## config.mk

```make
export PLATFORM = sky130hd
export DESIGN_NAME = sound_voice_allocator
export DESIGN_NICKNAME = d
export VERILOG_FILES = /design/src/rtl/sndva_pkg.sv /design/src/rtl/sndva_ram.sv /design/src/rtl/sndva_scan.sv /design/src/rtl/sound_voice_allocator.sv
export SDC_FILE = /design/constraint.sdc
export NUM_CORES = 2
export LEC_CHECK = 0
export ABC_AREA = 1
export BUFFER_PORTS_ARGS = -buffer_cell sky130_fd_sc_hd__buf_2
export CAP_MARGIN = 5
export CORE_MARGIN = 8
export CORE_UTILIZATION = 40
export DETAILED_ROUTE_END_ITERATION = 10
export PLACE_DENSITY = 0.54
export SYNTH_ARGS = -nofsm -noshare
export SYNTH_HDL_FRONTEND = slang
export SYNTH_SLANG_ARGS = --single-unit
```

## constraint.sdc

```tcl
create_clock -name clk_i -period 11.9 [get_ports clk_i]
set_input_delay 2.975 -clock clk_i [delete_from_list [all_inputs] [get_ports clk_i]]
set_output_delay 2.975 -clock clk_i [all_outputs]
set_load 0.005 [all_outputs]
```

## src/rtl/sndva_pkg.sv

```systemverilog
// Shared types and constants of the sound voice allocator.
// Used by the top level sound_voice_allocator; depends on nothing.
`timescale 1ns / 1ps
`default_nettype none

package sndva_pkg;

  localparam int ACTION_W = 3;
  localparam int ID_W     = 8;
  localparam int VOICE_W  = 5;
  localparam int LIMIT_W  = 4;
  localparam int MS_W     = 32;
  localparam int CFG_W    = 9;

  typedef enum logic [ACTION_W-1:0] {
    ACT_PLAY      = 3'd0,
    ACT_FINISH    = 3'd1,
    ACT_STOP      = 3'd2,
    ACT_STOP_ALL  = 3'd3,
    ACT_SET_LIMIT = 3'd4
  } action_e;

  typedef enum logic [2:0] {
    STAT_DONE     = 3'd0,
    STAT_MUTED    = 3'd1,
    STAT_BURST    = 3'd2,
    STAT_UNKNOWN  = 3'd3,
    STAT_LIMIT    = 3'd4,
    STAT_NO_VOICE = 3'd5
  } status_e;

  typedef enum logic [1:0] {
    CFG_MUTED         = 2'd0,
    CFG_MASTER_VOLUME = 2'd1,
    CFG_DEFAULT_LIMIT = 2'd2,
    CFG_NUM_SOUNDS    = 2'd3
  } cfg_idx_e;

  typedef enum logic [2:0] {
    ST_CLEAR,
    ST_IDLE,
    ST_LIMIT,
    ST_SCAN,
    ST_DECIDE,
    ST_DONE
  } state_e;

  // voice priorities
  localparam logic [1:0] PRIO_UNPLACED = 2'd3;
  localparam logic [1:0] PRIO_WEAPON   = 2'd2;
  localparam logic [1:0] PRIO_OTHER    = 2'd1;

  typedef struct packed {
    logic [ACTION_W-1:0] action;
    logic [ID_W-1:0]     sound_id;
    logic                has_location;
    logic                is_weapon_fire;
    logic [VOICE_W-1:0]  voice;
    logic [LIMIT_W-1:0]  limit_value;
    logic [MS_W-1:0]     now_ms;
  } in_t;

  typedef struct packed {
    status_e            status;
    logic [VOICE_W-1:0] granted_voice;
    logic               stole;
  } out_t;

endpackage

`default_nettype wire

```

## src/rtl/sndva_ram.sv

```systemverilog
// Generic single-write, single-read RAM with registered read data.
// No dependencies.
`timescale 1ns / 1ps
`default_nettype none

module sndva_ram #(
  parameter int WIDTH = 8,
  parameter int DEPTH = 32
) (
  input  wire logic                     clk_i,
  input  wire logic                     we_i,
  input  wire logic [$clog2(DEPTH)-1:0] waddr_i,
  input  wire logic [WIDTH-1:0]         wdata_i,
  input  wire logic [$clog2(DEPTH)-1:0] raddr_i,
  output logic      [WIDTH-1:0]         rdata_o
);

  logic [WIDTH-1:0] mem_q [DEPTH];

  always_ff @(posedge clk_i) begin
    if (we_i) begin
      mem_q[waddr_i] <= wdata_i;
    end
    rdata_o <= mem_q[raddr_i];
  end

endmodule

`default_nettype wire

```

## src/rtl/sndva_scan.sv

```systemverilog
// Serial voice scan unit: one voice per beat, counts voices holding an id,
// tracks the lowest free voice and the lowest-index voice of least priority.
// Depends on nothing but its ports.
`timescale 1ns / 1ps
`default_nettype none

module sndva_scan #(
  parameter int VOICES = 32
) (
  input  wire logic                          clk_i,
  input  wire logic                          rst_ni,
  input  wire logic                          start_i,
  input  wire logic                          valid_i,
  input  wire logic [$clog2(VOICES)-1:0]     idx_i,
  input  wire logic                          busy_i,
  input  wire logic [7:0]                    sound_i,
  input  wire logic [1:0]                    prio_i,
  input  wire logic [7:0]                    id_i,
  output logic      [$clog2(VOICES+1)-1:0]   same_o,
  output logic                               free_found_o,
  output logic      [$clog2(VOICES)-1:0]     free_idx_o,
  output logic      [$clog2(VOICES)-1:0]     worst_idx_o,
  output logic      [1:0]                    worst_prio_o
);

  logic       first_q;
  logic [1:0] eff_prio;

  // an idle voice counts as priority zero
  assign eff_prio = busy_i ? prio_i : 2'd0;

  always_ff @(posedge clk_i or negedge rst_ni) begin
    if (!rst_ni) begin
      first_q      <= 1'b1;
      same_o       <= '0;
      free_found_o <= 1'b0;
      free_idx_o   <= '0;
      worst_idx_o  <= '0;
      worst_prio_o <= '0;
    end else if (start_i) begin
      first_q      <= 1'b1;
      same_o       <= '0;
      free_found_o <= 1'b0;
    end else if (valid_i) begin
      first_q <= 1'b0;
      if (busy_i && (sound_i == id_i)) begin
        same_o <= same_o + 1'b1;
      end
      if (!busy_i && !free_found_o) begin
        free_found_o <= 1'b1;
        free_idx_o   <= idx_i;
      end
      // strict less-than keeps the lowest index on ties
      if (first_q || (eff_prio < worst_prio_o)) begin
        worst_idx_o  <= idx_i;
        worst_prio_o <= eff_prio;
      end
    end
  end

endmodule

`default_nettype wire

```

## src/rtl/sound_voice_allocator.sv

```systemverilog
// Sound voice allocator top level: sequencer, voice and id-limit state.
// Depends on sndva_pkg, sndva_ram and sndva_scan.
`timescale 1ns / 1ps
`default_nettype none

// Hands one of VOICES playback voices to each play request, or drops the
// request with a reason code; also frees voices, stops all voices and sets
// per-id voice limits. Every input beat yields exactly one result beat.
// A play beat runs through the burst and id checks plus the id-limit RAM
// read, the limit, the serial pass of the scan unit over the voice RAM (one
// voice per cycle), the voice pick and the hand-over of the result to the
// output register; a play dropped by the checks and any other action go
// straight to the hand-over, which waits until the output register is free.
// The input is ready only between beats, but a finished result may wait in
// the output register while the next beat is taken. After reset the id-limit
// RAM is cleared, one entry a cycle, over its min(MAX_IDS, 256) entries; no
// input beat is taken meanwhile, configuration writes are.
module sound_voice_allocator #(
  parameter int VOICES      = 32,
  parameter int MAX_IDS     = 256,
  parameter int BURST_LIMIT = 5
) (
  input  wire logic                        clk_i,
  input  wire logic                        rst_ni,
  // configuration write port
  input  wire logic                        cfg_we_i,
  input  wire logic [1:0]                  cfg_idx_i,
  input  wire logic [sndva_pkg::CFG_W-1:0] cfg_wdata_i,
  // request channel
  input  wire logic                        in_valid_i,
  output logic                             in_ready_o,
  input  wire sndva_pkg::in_t              in_data_i,
  // result channel
  output logic                             out_valid_o,
  input  wire logic                        out_ready_i,
  output sndva_pkg::out_t                  out_data_o
);

  // only ids below 256 can ever be addressed
  localparam int IDS_DEPTH = (MAX_IDS < 256) ? MAX_IDS : 256;
  localparam int ID_AW     = $clog2(IDS_DEPTH);
  localparam int VIDX_W    = $clog2(VOICES);
  localparam int CNT_W     = $clog2(VOICES + 1);
  localparam int BURST_W   = $clog2(BURST_LIMIT + 2);
  localparam int LIM_W     = sndva_pkg::LIMIT_W;

  // configuration registers
  logic                    muted_q;
  logic [7:0]              volume_q;
  logic [LIM_W-1:0]        def_limit_q;
  logic [8:0]              num_sounds_q;

  // sequencer
  sndva_pkg::state_e       state_q, state_d;
  sndva_pkg::in_t          cmd_q, cmd_d;
  sndva_pkg::out_t         res_q, res_d;
  logic [LIM_W-1:0]        lim_q, lim_d;
  logic [CNT_W-1:0]        idx_q, idx_d;
  logic                    p_vld_q, p_vld_d;
  logic [VIDX_W-1:0]       p_idx_q, p_idx_d;
  logic [ID_AW-1:0]        clr_q, clr_d;

  // voice and burst state
  logic [VOICES-1:0]       busy_q, busy_d;
  logic [31:0]             last_ms_q, last_ms_d;
  logic [BURST_W-1:0]      burst_q, burst_d;
  logic [BURST_W-1:0]      burst_next;

  // output register
  logic                    out_valid_q;
  sndva_pkg::out_t         out_q;
  logic                    out_load;

  // RAM ports
  logic                    id_we;
  logic [ID_AW-1:0]        id_waddr;
  logic [LIM_W-1:0]        id_wdata;
  logic [LIM_W-1:0]        id_rdata;
  logic                    vr_we;
  logic [VIDX_W-1:0]       vr_waddr;
  logic [9:0]              vr_wdata;
  logic [VIDX_W-1:0]       vr_raddr;
  logic [9:0]              vr_rdata;

  // scan unit
  logic                    scan_start;
  logic [CNT_W-1:0]        same_cnt;
  logic                    free_found;
  logic [VIDX_W-1:0]       free_idx;
  logic [VIDX_W-1:0]       worst_idx;
  logic [1:0]              worst_prio;

  // decode helpers
  logic                    id_known;
  logic                    voice_in_range;
  logic [1:0]              prio;
  logic                    steal_ok;
  logic [VIDX_W-1:0]       chosen;

  // ---------------------------------------------------------------------
  // Configuration
  // ---------------------------------------------------------------------
  always_ff @(posedge clk_i or negedge rst_ni) begin
    if (!rst_ni) begin
      muted_q      <= 1'b0;
      volume_q     <= 8'd255;
      def_limit_q  <= '0;
      num_sounds_q <= '0;
    end else if (cfg_we_i) begin
      case (cfg_idx_i)
        sndva_pkg::CFG_MUTED:         muted_q      <= cfg_wdata_i[0];
        sndva_pkg::CFG_MASTER_VOLUME: volume_q     <= cfg_wdata_i[7:0];
        sndva_pkg::CFG_DEFAULT_LIMIT: def_limit_q  <= cfg_wdata_i[LIM_W-1:0];
        sndva_pkg::CFG_NUM_SOUNDS:    num_sounds_q <= cfg_wdata_i[8:0];
        default: ;
      endcase
    end
  end

  // ---------------------------------------------------------------------
  // Storage
  // ---------------------------------------------------------------------
  // per-id voice limit
  sndva_ram #(
    .WIDTH(LIM_W),
    .DEPTH(IDS_DEPTH)
  ) u_id_ram (
    .clk_i  (clk_i),
    .we_i   (id_we),
    .waddr_i(id_waddr),
    .wdata_i(id_wdata),
    .raddr_i(in_data_i.sound_id[ID_AW-1:0]),
    .rdata_o(id_rdata)
  );

  // per-voice {sound id, priority}; only meaningful while the voice is busy
  sndva_ram #(
    .WIDTH(10),
    .DEPTH(VOICES)
  ) u_voice_ram (
    .clk_i  (clk_i),
    .we_i   (vr_we),
    .waddr_i(vr_waddr),
    .wdata_i(vr_wdata),
    .raddr_i(vr_raddr),
    .rdata_o(vr_rdata)
  );

  sndva_scan #(
    .VOICES(VOICES)
  ) u_scan (
    .clk_i       (clk_i),
    .rst_ni      (rst_ni),
    .start_i     (scan_start),
    .valid_i     (p_vld_q),
    .idx_i       (p_idx_q),
    .busy_i      (busy_q[p_idx_q]),
    .sound_i     (vr_rdata[9:2]),
    .prio_i      (vr_rdata[1:0]),
    .id_i        (cmd_q.sound_id),
    .same_o      (same_cnt),
    .free_found_o(free_found),
    .free_idx_o  (free_idx),
    .worst_idx_o (worst_idx),
    .worst_prio_o(worst_prio)
  );

  // ---------------------------------------------------------------------
  // Decode
  // ---------------------------------------------------------------------
  // id test at accept time uses the live input beat
  assign id_known = ({1'b0, in_data_i.sound_id} < num_sounds_q) &&
                    (32'(in_data_i.sound_id) < MAX_IDS);
  assign voice_in_range = 32'(in_data_i.voice) < VOICES;

  // same millisecond: count up, saturating one past the limit
  assign burst_next = (in_data_i.now_ms != last_ms_q) ? BURST_W'(1) :
                      (burst_q < BURST_W'(BURST_LIMIT + 1)) ? burst_q + 1'b1 :
                      burst_q;

  assign prio = !cmd_q.has_location ? sndva_pkg::PRIO_UNPLACED :
                cmd_q.is_weapon_fire ? sndva_pkg::PRIO_WEAPON :
                sndva_pkg::PRIO_OTHER;
  assign steal_ok = (prio > sndva_pkg::PRIO_OTHER) && (worst_prio < prio);
  assign chosen   = free_found ? free_idx : worst_idx;

  // ---------------------------------------------------------------------
  // Sequencer
  // ---------------------------------------------------------------------
  always_ff @(posedge clk_i or negedge rst_ni) begin
    if (!rst_ni) begin
      state_q   <= sndva_pkg::ST_CLEAR;
      idx_q     <= '0;
      p_vld_q   <= 1'b0;
      p_idx_q   <= '0;
      clr_q     <= '0;
      busy_q    <= '0;
      last_ms_q <= '0;
      burst_q   <= '0;
    end else begin
      state_q   <= state_d;
      idx_q     <= idx_d;
      p_vld_q   <= p_vld_d;
      p_idx_q   <= p_idx_d;
      clr_q     <= clr_d;
      busy_q    <= busy_d;
      last_ms_q <= last_ms_d;
      burst_q   <= burst_d;
    end
  end

  // working payload, no reset needed
  always_ff @(posedge clk_i) begin
    cmd_q <= cmd_d;
    res_q <= res_d;
    lim_q <= lim_d;
  end

  always_comb begin
    state_d    = state_q;
    cmd_d      = cmd_q;
    res_d      = res_q;
    lim_d      = lim_q;
    idx_d      = idx_q;
    p_vld_d    = 1'b0;
    p_idx_d    = p_idx_q;
    clr_d      = clr_q;
    busy_d     = busy_q;
    last_ms_d  = last_ms_q;
    burst_d    = burst_q;
    in_ready_o = 1'b0;
    out_load   = 1'b0;
    scan_start = 1'b0;
    id_we      = 1'b0;
    id_waddr   = in_data_i.sound_id[ID_AW-1:0];
    id_wdata   = in_data_i.limit_value;
    vr_we      = 1'b0;
    vr_waddr   = chosen;
    vr_wdata   = {cmd_q.sound_id, prio};
    vr_raddr   = idx_q[VIDX_W-1:0];

    case (state_q)
      // sweep the id-limit RAM to zero after reset
      sndva_pkg::ST_CLEAR: begin
        id_we    = 1'b1;
        id_waddr = clr_q;
        id_wdata = '0;
        clr_d    = clr_q + 1'b1;
        if (clr_q == ID_AW'(IDS_DEPTH - 1)) begin
          state_d = sndva_pkg::ST_IDLE;
        end
      end

      sndva_pkg::ST_IDLE: begin
        in_ready_o = 1'b1;
        if (in_valid_i) begin
          cmd_d        = in_data_i;
          res_d.status = sndva_pkg::STAT_DONE;
          res_d.granted_voice = '0;
          res_d.stole  = 1'b0;
          state_d      = sndva_pkg::ST_DONE;
          case (in_data_i.action)
            sndva_pkg::ACT_PLAY: begin
              if (muted_q || (volume_q == 8'd0)) begin
                res_d.status = sndva_pkg::STAT_MUTED;
              end else begin
                // a burst drop still advances the counter
                burst_d   = burst_next;
                last_ms_d = in_data_i.now_ms;
                if (burst_next > BURST_W'(BURST_LIMIT)) begin
                  res_d.status = sndva_pkg::STAT_BURST;
                end else if (!id_known) begin
                  res_d.status = sndva_pkg::STAT_UNKNOWN;
                end else begin
                  // id-limit RAM read was issued this cycle
                  state_d = sndva_pkg::ST_LIMIT;
                end
              end
            end
            sndva_pkg::ACT_FINISH, sndva_pkg::ACT_STOP: begin
              if (voice_in_range) begin
                busy_d[VIDX_W'(in_data_i.voice)] = 1'b0;
              end
            end
            sndva_pkg::ACT_STOP_ALL: begin
              busy_d = '0;
            end
            sndva_pkg::ACT_SET_LIMIT: begin
              id_we = id_known;
            end
            default: ;
          endcase
        end
      end

      // zero per-id limit falls back to the default
      sndva_pkg::ST_LIMIT: begin
        lim_d      = (id_rdata != '0) ? id_rdata : def_limit_q;
        idx_d      = '0;
        scan_start = 1'b1;
        state_d    = sndva_pkg::ST_SCAN;
      end

      // read voice idx, scan unit takes it in the next cycle
      sndva_pkg::ST_SCAN: begin
        if (32'(idx_q) < VOICES) begin
          p_vld_d = 1'b1;
          p_idx_d = idx_q[VIDX_W-1:0];
          idx_d   = idx_q + 1'b1;
        end else begin
          state_d = sndva_pkg::ST_DECIDE;
        end
      end

      sndva_pkg::ST_DECIDE: begin
        state_d = sndva_pkg::ST_DONE;
        if ((lim_q != '0) && (8'(same_cnt) >= 8'(lim_q))) begin
          res_d.status = sndva_pkg::STAT_LIMIT;
        end else if (free_found || steal_ok) begin
          res_d.status        = sndva_pkg::STAT_DONE;
          res_d.granted_voice = sndva_pkg::VOICE_W'(chosen);
          res_d.stole         = !free_found;
          busy_d[chosen]      = 1'b1;
          vr_we               = 1'b1;
        end else begin
          res_d.status = sndva_pkg::STAT_NO_VOICE;
        end
      end

      // hand the result over once the output register is free
      sndva_pkg::ST_DONE: begin
        if (!out_valid_q || out_ready_i) begin
          out_load = 1'b1;
          state_d  = sndva_pkg::ST_IDLE;
        end
      end

      default: begin
        state_d = sndva_pkg::ST_IDLE;
      end
    endcase
  end

  // ---------------------------------------------------------------------
  // Output register
  // ---------------------------------------------------------------------
  always_ff @(posedge clk_i or negedge rst_ni) begin
    if (!rst_ni) begin
      out_valid_q <= 1'b0;
    end else if (out_load) begin
      out_valid_q <= 1'b1;
    end else if (out_ready_i) begin
      out_valid_q <= 1'b0;
    end
  end

  always_ff @(posedge clk_i) begin
    if (out_load) begin
      out_q <= res_q;
    end
  end

  assign out_valid_o = out_valid_q;
  assign out_data_o  = out_q;

endmodule

`default_nettype wire

```

### Word-level counts from Yosys, hierarchy flattened

Memories as Yosys holds them, arrays and structs flattened. A register that Yosys moved wholly into a read port is not among the register bits.
Index checks and enable logic that the tools add are counted.

* memories kept: 2
* input port bits: 70
* RAM bits: 1344
* word-level logic and storage cells: 185
* register bits after elaboration: 165

Memory list
* u_id_ram.mem_q: words 256, width 4, rd ports 1, clocked after memory_dff 1, write ports 1, RTL line sndva_ram.sv:18 `logic [WIDTH-1:0] mem_q [DEPTH];`
* u_voice_ram.mem_q: words 32, width 10, rd ports 1, clocked after memory_dff 1, write ports 1, RTL line sndva_ram.sv:18

* multiplexer cells: 67
* reduce and logical (&&, ||, !) cells: 42
* add/sub/neg operators: 4
* magnitude comparators: 13
* equality and inequality tests: 23
* bitwise operators: 5

Operators with widths (number)
* one-hot mux 32 bit (2 select lines): 2
* 2-to-1 mux 32 bit: 3
* 2-to-1 mux 3 bit: 12
* 2-to-1 mux 6 bit: 6
* bitwise AND 32 bit: 1
* != test 32 bit: 1
* NOT 32 bit: 1
* bitwise OR 32 bit: 1
* 2-to-1 mux 1 bit: 25
* AND reduction 2 bit: 10
* < comparator 5 x 6 -> 1 bit (second input constant): 3
* one-hot mux 3 bit (6 select lines): 1
* one-hot mux 9 bit (2 select lines): 1
* 2-to-1 mux 2 bit: 7
* != test 2 bit (second input constant): 7
* adder 6 x 1 -> 6 bit (second input constant): 2
* equality test 3 x 2 -> 1 bit (second input constant): 4
* one-hot mux 6 bit (2 select lines): 1
* AND reduction 4 bit: 3
* nonzero test 2 bit: 6
* demux 1 bit (select 5 bit): 2
* >= comparator 5 x 1 -> 1 bit (second input constant): 2
* equality test 3 bit (second input constant): 3
* < comparator 8 x 9 -> 1 bit: 1
* 31 further kinds: 49

### Longest topological paths before layout

* depth in word-level cells: 10
* gate-level depth with buffers: 18

### Modules after synthesis

From an unflattened synthesis, not the netlist that was laid out.

* cell total of the unflattened synthesis: 6066
* area total of the unflattened synthesis: 65213.8 um^2

By module, submodules not included
* sndva_ram (u_id_ram): cells an instance 3720, seq. area each 30829.6 um^2, area an instance 42824.8 um^2, times used 1
* sndva_ram (u_voice_ram): cells an instance 1140, seq. area each 9809.4 um^2, area an instance 13330.3 um^2, times used 1
* sound_voice_allocator: cells an instance 1036, seq. area each 3798.6 um^2, area an instance 7891.3 um^2, times used 1
* sndva_scan: cells an instance 170, seq. area each 501.7 um^2, area an instance 1167.4 um^2, times used 1

### Worst setup path before layout

OpenSTA, ideal clock, no wires.

* path type: input port to flip-flop
* start point: in in_data_i[32] (netlist name)
* end point: mem u_id_ram.mem_q[0][0] (netlist name), data pin
* cell stages on the path: 2
* arrival: 8.857 ns
* required time: 10.512 ns
* setup time: 1.388 ns
* buffers on the path: 0
* setup slack: 1.655 ns
* cells stage by stage: inv_1 nor2_1

* longest elaborated chain between the ends: 1

RTL lines
* start, declared: RTL line sound_voice_allocator.sv:32 `input wire sndva_pkg::in_t in_data_i,`
* 2-to-1 mux 4 bit: RTL line sound_voice_allocator.sv:242 `case (state_q)`
* via id_wdata[0]: RTL line sound_voice_allocator.sv:77 `logic [LIM_W-1:0] id_wdata;`
* end, declared: RTL line sndva_ram.sv:18

The timed path passes the listed nets, and every way through them passes these cells.

### Worst setup path in the final report

* start point: in in_data_i[45] (netlist name)
* end point: mem u_id_ram.mem_q[116][3] (netlist name) (enable)

* longest elaborated chain between the ends: 6

RTL lines
* < comparator 8 x 9 -> 1 bit: RTL line sound_voice_allocator.sv:172 `assign id_known = ({1'b0, in_data_i.sound_id} < num_sounds_q) &&`
* 2-to-1 mux 1 bit: RTL line sound_voice_allocator.sv:262 `case (in_data_i.action)`
* 2-to-1 mux 1 bit: RTL line sound_voice_allocator.sv:256 `if (in_valid_i) begin`
* one-hot mux 1 bit (2 select lines): RTL line sound_voice_allocator.sv:242
* 2-to-1 mux 1 bit: RTL line sndva_ram.sv:21 `if (we_i) begin`
* 2-to-1 mux 1 bit (implied by the code): RTL line sndva_ram.sv:22 `mem_q[waddr_i] <= wdata_i;`

Several ways; a longest one is shown, not always the timed one.

==> flow_results.xml <==
<?xml version="1.0" encoding="UTF-8"?>
<metrics>
  <group name="status">
    <metric name="run_status" unit="">completed</metric>
  </group>
  <group name="power">
    <metric name="powerDensity" unit="mW/mm^2">203</metric>
    <metric name="leakagePower" unit="nW">24.4</metric>
    <metric name="ir_drop" unit="uV">184</metric>
    <metric name="total_power" unit="W">0.0145</metric>
  </group>
  <group name="floorplanning">
    <metric name="num_io_pins" unit="">81</metric>
    <metric name="floorplan.die_area" unit="mm^2">0.172</metric>
    <metric name="coreArea" unit="mm^2">0.158</metric>
    <metric name="die_w" unit="um">415</metric>
    <metric name="fp.dieH" unit="um">415</metric>
    <metric name="rows" unit="">146</metric>
    <metric name="initial_utilization" unit="%">40.2</metric>
  </group>
  <group name="drt">
    <metric name="first_pass_iters" unit="">6</metric>
    <metric name="drt_drc_violations_left" unit="">0</metric>
    <metric name="avgRoutedWirePerCell" unit="um">23.1</metric>
    <metric name="detail-route-antenna-nets" unit="">0</metric>
    <metric name="via_per_inst" unit="">5.56</metric>
    <metric name="drt-total-wl" unit="um">179000</metric>
    <metric name="via_count_of_the_routed_design" unit="">43100</metric>
    <metric name="drt_first_iter_violations" unit="">4634</metric>
  </group>
  <group name="setup_path">
    <metric name="worst_ep_arrival_time" unit="ns">7.60</metric>
    <metric name="worst_r2r_path_depth" unit="">12</metric>
    <metric name="cp_max_fo" unit="">75</metric>
    <metric name="worst_setup_path_end_kind" unit="">flip-flop</metric>
    <metric name="reg2reg_setup_slack" unit="ns">7.34</metric>
    <metric name="r2r_startpoint" unit="">num_sounds_q[2]$_DFFE_PN0P_</metric>
    <metric name="critical_path_required_time" unit="ns">12.36</metric>
    <metric name="cp_launch_type" unit="">input pin</metric>
    <metric name="worstSetupPathType" unit="">input pin to flip-flop</metric>
    <metric name="regToRegEndpoint" unit="">u_id_ram.mem_q[116][3]$_DFFE_PP_</metric>
  </group>
  <group name="yosys">
    <metric name="synth_ff_type" unit="">sky130_fd_sc_hd__edfxtp_1</metric>
    <metric name="ys_seq_elements" unit="">1523</metric>
    <metric name="synth-async-reset-ratio" unit="%">8.73</metric>
    <metric name="count_of_yosys_warnings_during_synthesis" unit="">0</metric>
    <metric name="cell_count_after_synthesis" unit="">5568</metric>
    <metric name="synth_edf_count" unit="">1376</metric>
    <metric name="synth_cell_type_count" unit="">47</metric>
    <metric name="syn_nets" unit="">5655</metric>
    <metric name="yosysSeqAreaShare" unit="%">70.7</metric>
    <metric name="syn_area" unit="mm^2">0.0635</metric>
    <metric name="synth.avg_cell_area" unit="um^2">11.4</metric>
  </group>
  <group name="grt">
    <metric name="grt_overflow" unit="">0</metric>
    <metric name="grt_pass1_wl" unit="um">267000</metric>
    <metric name="via_count_of_the_first_global_routing_pass" unit="">42400</metric>
    <metric name="grt_antenna_before_repair" unit="">6</metric>
    <metric name="maximum_number_of_pins_on_one_net_before_global_route_repair" unit="">193</metric>
    <metric name="grt_use_total" unit="%">20.2</metric>
  </group>
  <group name="clock_tree">
    <metric name="tritoncts" unit="">yes</metric>
    <metric name="cts_max_path_buffers" unit="">3</metric>
    <metric name="post-cts-setup-buffer-count" unit="">0</metric>
    <metric name="tritoncts_num_sinks" unit="">1523</metric>
    <metric name="cts.reportedPaths.clkPinSlew" unit="ns">0.06</metric>
    <metric name="post_cts_resize_count" unit="">0</metric>
    <metric name="cts-hold-fix-buffers" unit="">0</metric>
    <metric name="cts_buf_count" unit="">165</metric>
    <metric name="clk_root_buffer_cell" unit="">sky130_fd_sc_hd__clkbuf_16</metric>
    <metric name="clock_latency" unit="ns">0.80</metric>
    <metric name="h-tree-depth" unit="">4</metric>
  </group>
  <group name="timing">
    <metric name="final.setup_skew" unit="ns">0.0419</metric>
    <metric name="slew_headroom" unit="%">20.4</metric>
    <metric name="finalHoldViolations" unit="">0</metric>
    <metric name="setup-tns-final" unit="ns">0</metric>
    <metric name="finalCritPeriodShare" unit="%">60.0</metric>
    <metric name="worst_pin_slew" unit="ns">1.19</metric>
    <metric name="timing.final.crit_period" unit="ns">7.14</metric>
    <metric name="maximum_clock_frequency" unit="GHz">0.140</metric>
    <metric name="report.final.setup_viol" unit="">0</metric>
    <metric name="slew_viol_final" unit="">0</metric>
    <metric name="rsz0062_at_grt" unit="">no</metric>
  </group>
  <group name="job">
    <metric name="max_cap_violations" unit="">0</metric>
  </group>
  <group name="placement">
    <metric name="port_buffers" unit="">80</metric>
    <metric name="routabilityCongestion" unit="">0.808</metric>
    <metric name="post-dp-hpwl" unit="um">104000</metric>
  </group>
  <group name="finish">
    <metric name="layout.cells.most_common" unit="">sky130_fd_sc_hd__edfxtp_1</metric>
    <metric name="layout-drive-gt1-share" unit="%">8.89</metric>
    <metric name="areaGrowthSynthToFinish" unit="%">12.4</metric>
    <metric name="nets" unit="">5631</metric>
    <metric name="most-common-layout-cells" unit="">1,376 x sky130_fd_sc_hd__edfxtp_1, 958 x sky130_fd_sc_hd__nor2_1, 820 x sky130_fd_sc_hd__o21ai_0</metric>
  </group>
  <group name="min_path">
    <metric name="hold_path.class" unit="">flip-flop to flip-flop</metric>
    <metric name="min_delay_path_depth" unit="">0</metric>
    <metric name="timing.hold.worst.start" unit="">res_q[4]$_SDFFCE_PN0P_</metric>
    <metric name="hold-path-endpoint" unit="">out_data_o[4]$_DFFE_PP_</metric>
  </group>
</metrics>
critical path, stage by stage:
cell and delay [ns]:
sky130_fd_sc_hd__buf_4 0.76, sky130_fd_sc_hd__ha_1 0.40, sky130_fd_sc_hd__a21oi_1 0.17, sky130_fd_sc_hd__o21ai_0 0.10, sky130_fd_sc_hd__nand2_1 0.06, sky130_fd_sc_hd__nand2_1 0.06
sky130_fd_sc_hd__a31oi_2 0.21, sky130_fd_sc_hd__nand3_1 0.15, sky130_fd_sc_hd__o21ai_4 0.86, sky130_fd_sc_hd__nand4_1 0.94, sky130_fd_sc_hd__buf_4 0.53, sky130_fd_sc_hd__nor2_1 0.31
registers in the layout, summed over array words and instances, names as in the netlist, 3 cells and up:
register	count
res_q	9
busy_q	32
u_scan.free_idx_o	5
volume_q	8
u_id_ram.rdata_o	4
idx_q	6
burst_q	3
clr_q	8
lim_q	4
def_limit_q	4
u_scan.worst_idx_o	5
out_data_o	9
u_id_ram.mem_q	1024
u_scan.same_o	6
last_ms_q	32
num_sounds_q	9
p_idx_q	5
u_voice_ram.rdata_o	10
u_voice_ram.mem_q	320
cmd_q	10
state_q	3
kinds of logic (layout without fill, tap and decap cells):
kind of cell	after synthesis	in the layout	synth area share, %
AO/OA/AOI/OAI	1239	1239	10.8
adder cells (fa/ha/maj)	17	17	0.335
buffers and inverters	605	717	3.85
flip-flops	1523	1523	70.7
XOR/XNOR	32	32	0.441
AND/OR/NAND/NOR	2152	2152	13.8
other	0	3	0
metrics by stage:
stage / utilization [%] / instances / area (um^2) / worst slack (ns) / hold slack, ns
2_1_floorplan: - / 5568 / 63500 / 1.66 / 0.400
3_3_place_gp: 41.7 / 7449 / 65800 / 4.09 / 0.413
3_5_place_dp: 41.7 / 7449 / 65800 / 4.06 / 0.406
4_1_cts: 45.2 / 7752 / 71400 / 4.93 / 0.422
5_1_grt: 45.2 / 7754 / 71400 / 4.55 / 0.426
6_report: 45.2 / 7755 / 71400 / 4.76 / 0.423
cells in the mapped netlist, types with 23 or more instances:
| master | instances | area [um^2] |
|---|---|---|
| sky130_fd_sc_hd__clkbuf_1 | 244 | 916 |
| sky130_fd_sc_hd__nor2_1 | 962 | 3610 |
| sky130_fd_sc_hd__nand4_1 | 23 | 144 |
| sky130_fd_sc_hd__inv_1 | 228 | 856 |
| sky130_fd_sc_hd__nor3_1 | 40 | 200 |
| sky130_fd_sc_hd__dfrtp_1 | 124 | 3100 |
| sky130_fd_sc_hd__o31ai_1 | 32 | 240 |
| sky130_fd_sc_hd__o21ai_0 | 820 | 4100 |
| sky130_fd_sc_hd__nand2_1 | 723 | 2710 |
| sky130_fd_sc_hd__a21oi_1 | 36 | 180 |
| sky130_fd_sc_hd__o221ai_1 | 32 | 280 |
| sky130_fd_sc_hd__edfxtp_1 | 1376 | 41300 |
| sky130_fd_sc_hd__buf_2 | 90 | 450 |
| sky130_fd_sc_hd__o22ai_1 | 286 | 1790 |
| sky130_fd_sc_hd__nand3_1 | 364 | 1820 |
layer usage:
| metal | share of wire (%) | GRT usage [%] | wire [um] |
|---|---|---|---|
| met4 | 2.9 | 6.25 | 5190 |
| met3 | 7.0 | 3.28 | 12500 |
| met1 | 45 | 28.8 | 80000 |
| met2 | 45 | 31.8 | 81400 |
| met5 | 0.0073 | 0 | 13 |
how the worst max path moves through the flow:
stage / startpoint / to / slack [ns] / depth (start not counted)
after detailed placement: in_data_i[45] / u_id_ram.mem_q[165][1]$_DFFE_PP_ / 4.06 / 11
after global placement: in_data_i[45] / u_id_ram.mem_q[133][0]$_DFFE_PP_ / 4.09 / 11
after floorplan: in_data_i[32] / u_id_ram.mem_q[0][0]$_DFFE_PP_ / 1.66 / 2
after CTS: in_data_i[45] / u_id_ram.mem_q[165][3]$_DFFE_PP_ / 4.93 / 11
after global routing: in_data_i[45] / u_id_ram.mem_q[116][1]$_DFFE_PP_ / 4.55 / 12
final: in_data_i[45] / u_id_ram.mem_q[116][3]$_DFFE_PP_ / 4.76 / 12
layout make-up:
class                           instances  area, um^2
Antenna cell                            3        7.51
Inverter                              242         932
Fill cell                           14400       86600
Tap cell                             2072        2590
Multi-Input combinational cell       3440       16200
Timing Repair Buffer                  172        1160
Sequential cell                      1523       44900
Clock inverter                        110        1250
Clock buffer                          193        4290
power by group:
group | leakage [nW] | switching [W] | internal, W | total [W]
registers | 14.3 | 0.000192 | 0.00643 | 0.00662
clock network | 2.68 | 0.00216 | 0.00300 | 0.00516
logic | 7.47 | 0.00208 | 0.000598 | 0.00268
No activity file was read; power rests on OpenSTA's default activity.
